--- config.mk ---
export PLATFORM = sky130hd
export DESIGN_NAME = gbf_controller
export DESIGN_NICKNAME = d
export VERILOG_FILES = /design/src/design/gbf_pkg.sv /design/src/design/gbf_controller.sv
export VERILOG_INCLUDE_DIRS = /design/src /design/src/design
export SDC_FILE = /design/constraint.sdc
export NUM_CORES = 1
export LEC_CHECK = 0
export BUFFER_PORTS_ARGS = -buffer_cell sky130_fd_sc_hd__buf_2
export CORE_MARGIN = 2
export CORE_UTILIZATION = 48
export CTS_BUF_LIST = sky130_fd_sc_hd__clkbuf_8
export CTS_CLUSTER_SIZE = 20
export DETAILED_ROUTE_END_ITERATION = 8
export PLACE_DENSITY = 0.74
export SLEW_MARGIN = 10
export SYNTH_ARGS = -nofsm -noshare
export SYNTH_HDL_FRONTEND = slang
export SYNTH_SLANG_ARGS = --single-unit
--- constraint.sdc ---
create_clock -name clk -period 1.4 [get_ports clk]
set_input_delay 0.21 -clock clk [delete_from_list [all_inputs] [get_ports clk]]
set_output_delay 0.21 -clock clk [all_outputs]
set_load 0.02 [all_outputs]
--- src/design/graph_bridge_finder_defines.svh ---
// ---------------------------------------------------------------------------
// graph_bridge_finder_defines
// assertion macros used by the bridge finder controller
// ---------------------------------------------------------------------------
`ifndef GRAPH_BRIDGE_FINDER_DEFINES_SVH
`define GRAPH_BRIDGE_FINDER_DEFINES_SVH

// same-cycle implication, sampled on clk, off during rst
`define GBF_ASSERT_IMPLY(lbl, cond, prop, msg) \
  lbl: assert property (@(posedge clk) disable iff (rst) (cond) |-> (prop)) \
    else $error(msg);

// next-cycle implication, sampled on clk, off during rst
`define GBF_ASSERT_NEXT(lbl, cond, prop, msg) \
  lbl: assert property (@(posedge clk) disable iff (rst) (cond) |=> (prop)) \
    else $error(msg);

`endif

--- src/design/gbf_pkg.sv ---
// ---------------------------------------------------------------------------
// gbf_pkg
// types and codes shared by the bridge finder controller and datapath
// ---------------------------------------------------------------------------
package gbf_pkg;

  typedef struct packed {
    logic       command;
    logic [6:0] vertex_a;
    logic [6:0] vertex_b;
    logic       is_last;
    logic [8:0] query_index;
  } request_t;

  typedef struct packed {
    logic       kind;
    logic [8:0] bridge_count;
    logic       is_bridge;
    logic [1:0] status;
  } result_t;

  localparam logic       CMD_LOAD     = 1'b0;
  localparam logic       CMD_QUERY    = 1'b1;
  localparam logic       KIND_RUN     = 1'b0;
  localparam logic       KIND_QUERY   = 1'b1;
  localparam logic [1:0] STATUS_OK    = 2'd0;
  localparam logic [1:0] STATUS_RANGE = 2'd1;
  localparam logic [1:0] STATUS_FULL  = 2'd2;
  localparam logic [1:0] STATUS_QUERY = 2'd3;

  localparam logic [6:0] VERTEX_COUNT_RESET = 7'd64;

  typedef enum logic [4:0] {
    OP_NONE,
    OP_LOAD,
    OP_QUERY,
    OP_RESP_Q,
    OP_RESP_L,
    OP_A_INIT,
    OP_A_RI,
    OP_A_LI,
    OP_A_RJ,
    OP_A_CJ,
    OP_A_WR,
    OP_B_RI,
    OP_B_LI,
    OP_B_CLR,
    OP_P_RD,
    OP_P_LD,
    OP_P_UP,
    OP_T_RD,
    OP_T_WR,
    OP_B_NX
  } op_t;

  typedef struct packed {
    logic load_bad;
    logic empty;
    logic i_last;
    logic j_last;
    logic v_last;
    logic keep_rd;
    logic pass_use;
    logic more;
  } dp_status_t;

endpackage

--- src/design/gbf_controller.sv ---
// ---------------------------------------------------------------------------
// gbf_controller
// sequencer for loading, filtering, bridge testing and answering requests
// ---------------------------------------------------------------------------
`include "graph_bridge_finder_defines.svh"

module gbf_controller (
  input  logic                clk,
  input  logic                rst,
  input  logic                start,
  input  logic                command,
  input  logic                is_last,
  input  gbf_pkg::dp_status_t st,
  output gbf_pkg::op_t        op,
  output logic                busy
);
  import gbf_pkg::*;

  typedef enum logic [4:0] {
    S_IDLE, S_QRESP, S_LRESP, S_AINIT, S_ARI, S_ALI, S_ARJ, S_ACJ, S_AWR,
    S_BRI, S_BLI, S_BCLR, S_PRD, S_PLD, S_PUP, S_TRD, S_TWR, S_BNX
  } state_t;

  state_t state, state_next;
  logic   pass_end;

  assign pass_end = st.j_last && !st.more;

  always_comb begin
    unique case (state)
      S_IDLE:  op = start ? ((command == CMD_QUERY) ? OP_QUERY : OP_LOAD) : OP_NONE;
      S_QRESP: op = OP_RESP_Q;
      S_LRESP: op = OP_RESP_L;
      S_AINIT: op = OP_A_INIT;
      S_ARI:   op = OP_A_RI;
      S_ALI:   op = OP_A_LI;
      S_ARJ:   op = OP_A_RJ;
      S_ACJ:   op = OP_A_CJ;
      S_AWR:   op = OP_A_WR;
      S_BRI:   op = OP_B_RI;
      S_BLI:   op = OP_B_LI;
      S_BCLR:  op = OP_B_CLR;
      S_PRD:   op = OP_P_RD;
      S_PLD:   op = OP_P_LD;
      S_PUP:   op = OP_P_UP;
      S_TRD:   op = OP_T_RD;
      S_TWR:   op = OP_T_WR;
      S_BNX:   op = OP_B_NX;
      default: op = OP_NONE;
    endcase
  end

  always_comb begin
    state_next = state;
    unique case (state)
      S_IDLE: begin
        if (start) begin
          if (command == CMD_QUERY) begin
            state_next = S_QRESP;
          end else if (is_last) begin
            state_next = S_AINIT;
          end else if (st.load_bad) begin
            state_next = S_LRESP;
          end
        end
      end
      S_QRESP: state_next = S_IDLE;
      S_LRESP: state_next = S_IDLE;
      S_AINIT: state_next = st.empty ? S_LRESP : S_ARI;
      S_ARI:   state_next = S_ALI;
      S_ALI:   state_next = S_ARJ;
      S_ARJ:   state_next = S_ACJ;
      S_ACJ:   state_next = st.j_last ? S_AWR : S_ARJ;
      S_AWR:   state_next = st.i_last ? S_BRI : S_ARI;
      S_BRI:   state_next = S_BLI;
      S_BLI:   state_next = st.keep_rd ? S_BCLR : S_BNX;
      S_BCLR:  state_next = st.v_last ? S_PRD : S_BCLR;
      S_PRD:   state_next = S_PLD;
      S_PLD: begin
        if (st.pass_use) begin
          state_next = S_PUP;
        end else begin
          state_next = pass_end ? S_TRD : S_PRD;
        end
      end
      S_PUP:   state_next = pass_end ? S_TRD : S_PRD;
      S_TRD:   state_next = S_TWR;
      S_TWR:   state_next = S_BNX;
      S_BNX:   state_next = st.i_last ? S_LRESP : S_BRI;
      default: state_next = S_IDLE;
    endcase
  end

  always_ff @(posedge clk) begin
    if (rst) begin
      state <= S_IDLE;
      busy  <= 1'b0;
    end else begin
      state <= state_next;
      busy  <= (state_next != S_IDLE);
    end
  end

  `GBF_ASSERT_NEXT(a_query_answer, start && !busy && command == CMD_QUERY, state == S_QRESP, "request not answered")
  `GBF_ASSERT_IMPLY(a_busy_state, 1'b1, busy == (state != S_IDLE), "busy out of step with state")
  `GBF_ASSERT_NEXT(a_pass_flow, state == S_PUP, state == S_PRD || state == S_TRD, "label pass lost its place")

endmodule

Word level (Yosys, flattened, before mapping)
Index checks and enable logic that the tools add are counted.
- input bits: 13
- register bits after elaboration: 6
- logic and storage cells: 39
- output and inout port bits: 6
- eq/ne operators: 17
- mux-type cells: 16
- reduce and logical (&&, ||, !) cells: 4
- operators with widths (operator ; count):
    5-bit case mux with 18 select lines ; 1
    5-bit case mux with 16 select lines ; 1
    5-bit by 4-bit == test with 1-bit output, second input constant ; 8
    5-bit two-way mux ; 5
    5-bit by 3-bit == test with 1-bit output, second input constant ; 4
    4-bit two-way mux ; 3
    5-bit by 2-bit == test with 1-bit output, second input constant ; 2
    5-bit == test, second input constant ; 2
    2-bit two-way mux ; 4
    3-bit two-way mux ; 2
    5-bit by 1-bit == test with 1-bit output, second input constant ; 1
    5-bit zero test ; 1
    5-bit nonzero test ; 1
    1-bit logical AND ; 1
    1-bit zero test ; 1

Logic depth before layout (Yosys ltp)
- depth in word-level cells: 6
- gate-level depth with buffers: 6
- depth with buffers taken out: 5

Worst setup path after synthesis
No wires, ideal clock.
- kind: flip-flop to output port
- start: register state[3]
- end: output port op[1]
- data required time: 1.190 ns
- arrival time: 1.302 ns
- stages on the path, launching flop included: 5
- path slack: -0.112 ns
- buffers on the path: 1
- cells stage by stage: dfxtp_1 buf_6 nor2_2 inv_1 a221oi_1
- cells in the longest elaborated chain, start to end: 2
- elaborated cells between the ends (all ways): 19
- classes of those cells: eq/ne: 17; mux: 1; reduce/logical: 1
- RTL lines (item ; line ; RTL):
    from (decl) ; gbf_controller.sv:24 ; state_t state, state_next;
    from (signal assigned) ; gbf_controller.sv:99 ; state <= state_next;
    5-bit == test (tied with other cells) ; gbf_controller.sv:30 ; unique case (state)
    5-bit case mux with 18 select lines * ; gbf_controller.sv:30 ;
    to (decl) ; gbf_controller.sv:14 ; output gbf_pkg::op_t op,
Mark *: on every way between the ends. The rest lies on a longest branch, timed or not.

Worst setup path after layout
Ends and elaborated chain as after synthesis.

==> results.cfg <==
[run_status]
status = finished, violations left
violations = negative setup slack

[yosys]
synthArstFlopShare_pct = 0
mappedNetlistArea_um2 = 706
avgSynthCellArea_um2 = 7.28
yosysWarnings = 0
ys_seq_elements = 6
synth-edff-count = 0
syn_inst = 97
synth_flop_cell = dfxtp_1
synthTopCellsByArea = dfxtp_1 17%, nor2_1 6.4%, nor2b_1 5.3%
synth_top_area_share_pct = 17.0
syn_nets = 110
ys_seq_area_share_pct = 17.0
ys_types = 41
netlist.top_cell.by_area = dfxtp_1

[clock_tree]
clk_pin_slew_ps = 40
cts_sinks = 6
cts_tree = built
cts_made_buffers = 3
htreeDepth = 1
clk_path_buf_depth = 2
clk_latency_ps = 220
cts_root_buf = clkbuf_8

[critical_path]
criticalPathCategory = reg2out
start_kind = register
cp.required_ps = 1190
cp-end-kind = primary output
cp.arrival_ps = 1520
cp_max_fo = 7

[final_layout]
nFillCells = 28
diodes = 0
fin_util_pct = 96.2
final_cell_mix = 30 x buf_4, 13 x buf_2, 9 x nor2_1, 8 x buf_6
syn2layout_area_growth_pct = 81.7
fin_nets = 159
drive_gt1_share_pct = 60.4
layout_commonest_cell = buf_4

[placed_design]
dp_hpwl_mm = 1.61
pre_cts_slack_ps = -310
gp_congestion = 0.967
io_buffers = 18

[detailed_routing]
ant_nets = 0
drcViolationCount = 0
drt-wirelength-per-cell_um = 26.3
first_pass_iters = 6
drt_wl_total_mm = 4.19
vias_per_cell = 7.37
vias = 1172
first_iter_violations = 107

[floorplan]
dieHeight_um = 42.3
num_io_pins = 19
num_rows = 13
core_area_um2 = 1330
start_util_pct = 52.9
die_area_um2 = 1790
fp.dieW_um = 42.3

[sta]
fin_skew_ps = 3.59
relSlewSlack_pct = 71.7
max_freq_mhz = 579
finalCritPeriodShare_pct = 123
slew_viol_final = 0
setup_viol_count_final = 10
hold_viol = 0
fin_setup_tns_ps = -1860
period_needed_ps = 1730
grt_setup_unrepaired = yes
whs_ps = 250
setup_ws_ps = -327
worstMarginPinSlew_ps = 421

[grt]
grt_usage_pct = 35.7
overflow = 0
antenna_found_initial = 0
grt_pass1_wl_mm = 4.87
grt_pass1_vias = 1031
grt_max_degree = 12

[power]
p_per_area_nw_per_um2 = 590
power_uw = 756
vdd_ir_drop_max_mv = 0.758
p_leak_nw = 0.559

[job]
maxCapViolCount = 0

[min_path]
hold_class = in2reg
-- where the power goes --
group	switching, mW	internal, mW	total (mW)	leakage [nW]
Clock	0.0847	0.186	0.271	0.0216
Sequential	0.0143	0.174	0.188	0.0527
Combinational	0.161	0.137	0.298	0.484
-- critical path: stages, from the launching register on --
cell,delay (ps)
dfxtp_4,380
buf_6,130
nor2_4,140
buf_6,140
inv_4,30
a221oi_2,280
buf_4,190
-- metrics by stage --
| stage | cell area (µm²) | cells |
|---|---|---|
| 2_1_floorplan | 718 | 97 |
| 3_3_place_gp | 937 | 146 |
| 3_5_place_dp | 937 | 146 |
| 4_1_cts | 1160 | 157 |
| 5_1_grt | 1280 | 159 |
| 6_report | 1280 | 159 |
-- timing repair --
action	CTS	global route
cloned	0	0
pin swaps	6	5
resized for setup	36	26
setup endpoints to repair	11	11
hold buffers	0	0
hold endpoints to repair	0	0
setup buffers	8	3
-- synthesized netlist by cell type, types with 2 or more instances --
cell type / n
nor2_1: 12
nor3b_1: 3
nand2b_1: 4
o21ai_1: 2
nor2b_1: 6
a21oi_1: 6
o21ai_0: 6
buf_6: 3
nor2_2: 2
nor3_1: 5
dfxtp_1: 6
buf_2: 3
inv_1: 3
buf_4: 2
nand3_1: 2
nand2_1: 7
-- state kept, by name, summed over array words and instances (netlist names) --
register  cells
state         5
busy          1
-- layer usage --
metal	wire length (µm)	up-vias	GRT usage, %	part of all wire [%]
met5	0	-	0	0
met4	448	0	16.9	11
met3	581	71	5.60	14
met2	1740	153	60.3	42
met1	1410	499	43.5	34
li1	-	449	-	-
-- cells by family after synthesis --
group,count (synthesis),synth area share (%)
and+or+nand+nor,48,38.5
AOI/OAI and AO/OA,30,31.4
xor gates and xnor gates,2,2.48
DFF,6,17.0
buffers and inverters,11,10.6
-- worst paths after layout --
| path | from | cells past startpoint | end | slack [ps] |
|---|---|---|---|---|
| setup / recovery | state[3]$_SDFF_PP0_ | 6 | op[1] | -330 |
| hold / removal | rst | 2 | state[3]$_SDFF_PP0_ | 250 |
| setup reg to reg | state[3]$_SDFF_PP0_ | 8 | state[0]$_SDFF_PP0_ | -320 |
| hold reg to reg | state[4]$_SDFF_PP0_ | 3 | state[4]$_SDFF_PP0_ | 780 |
-- final cells by class --
| cell class | count | area, µm² | area share, % |
|---|---|---|---|
| multi-input cells | 80 | 674 | 52.6 |
| flip-flops and latches | 6 | 139 | 10.8 |
| inverters | 3 | 13.8 | 1.07 |
| repair buffers | 52 | 395 | 30.8 |
| well taps | 15 | 18.8 | 1.46 |
| clock buffers | 3 | 41.3 | 3.22 |
(Power assumes the default switching activity.)
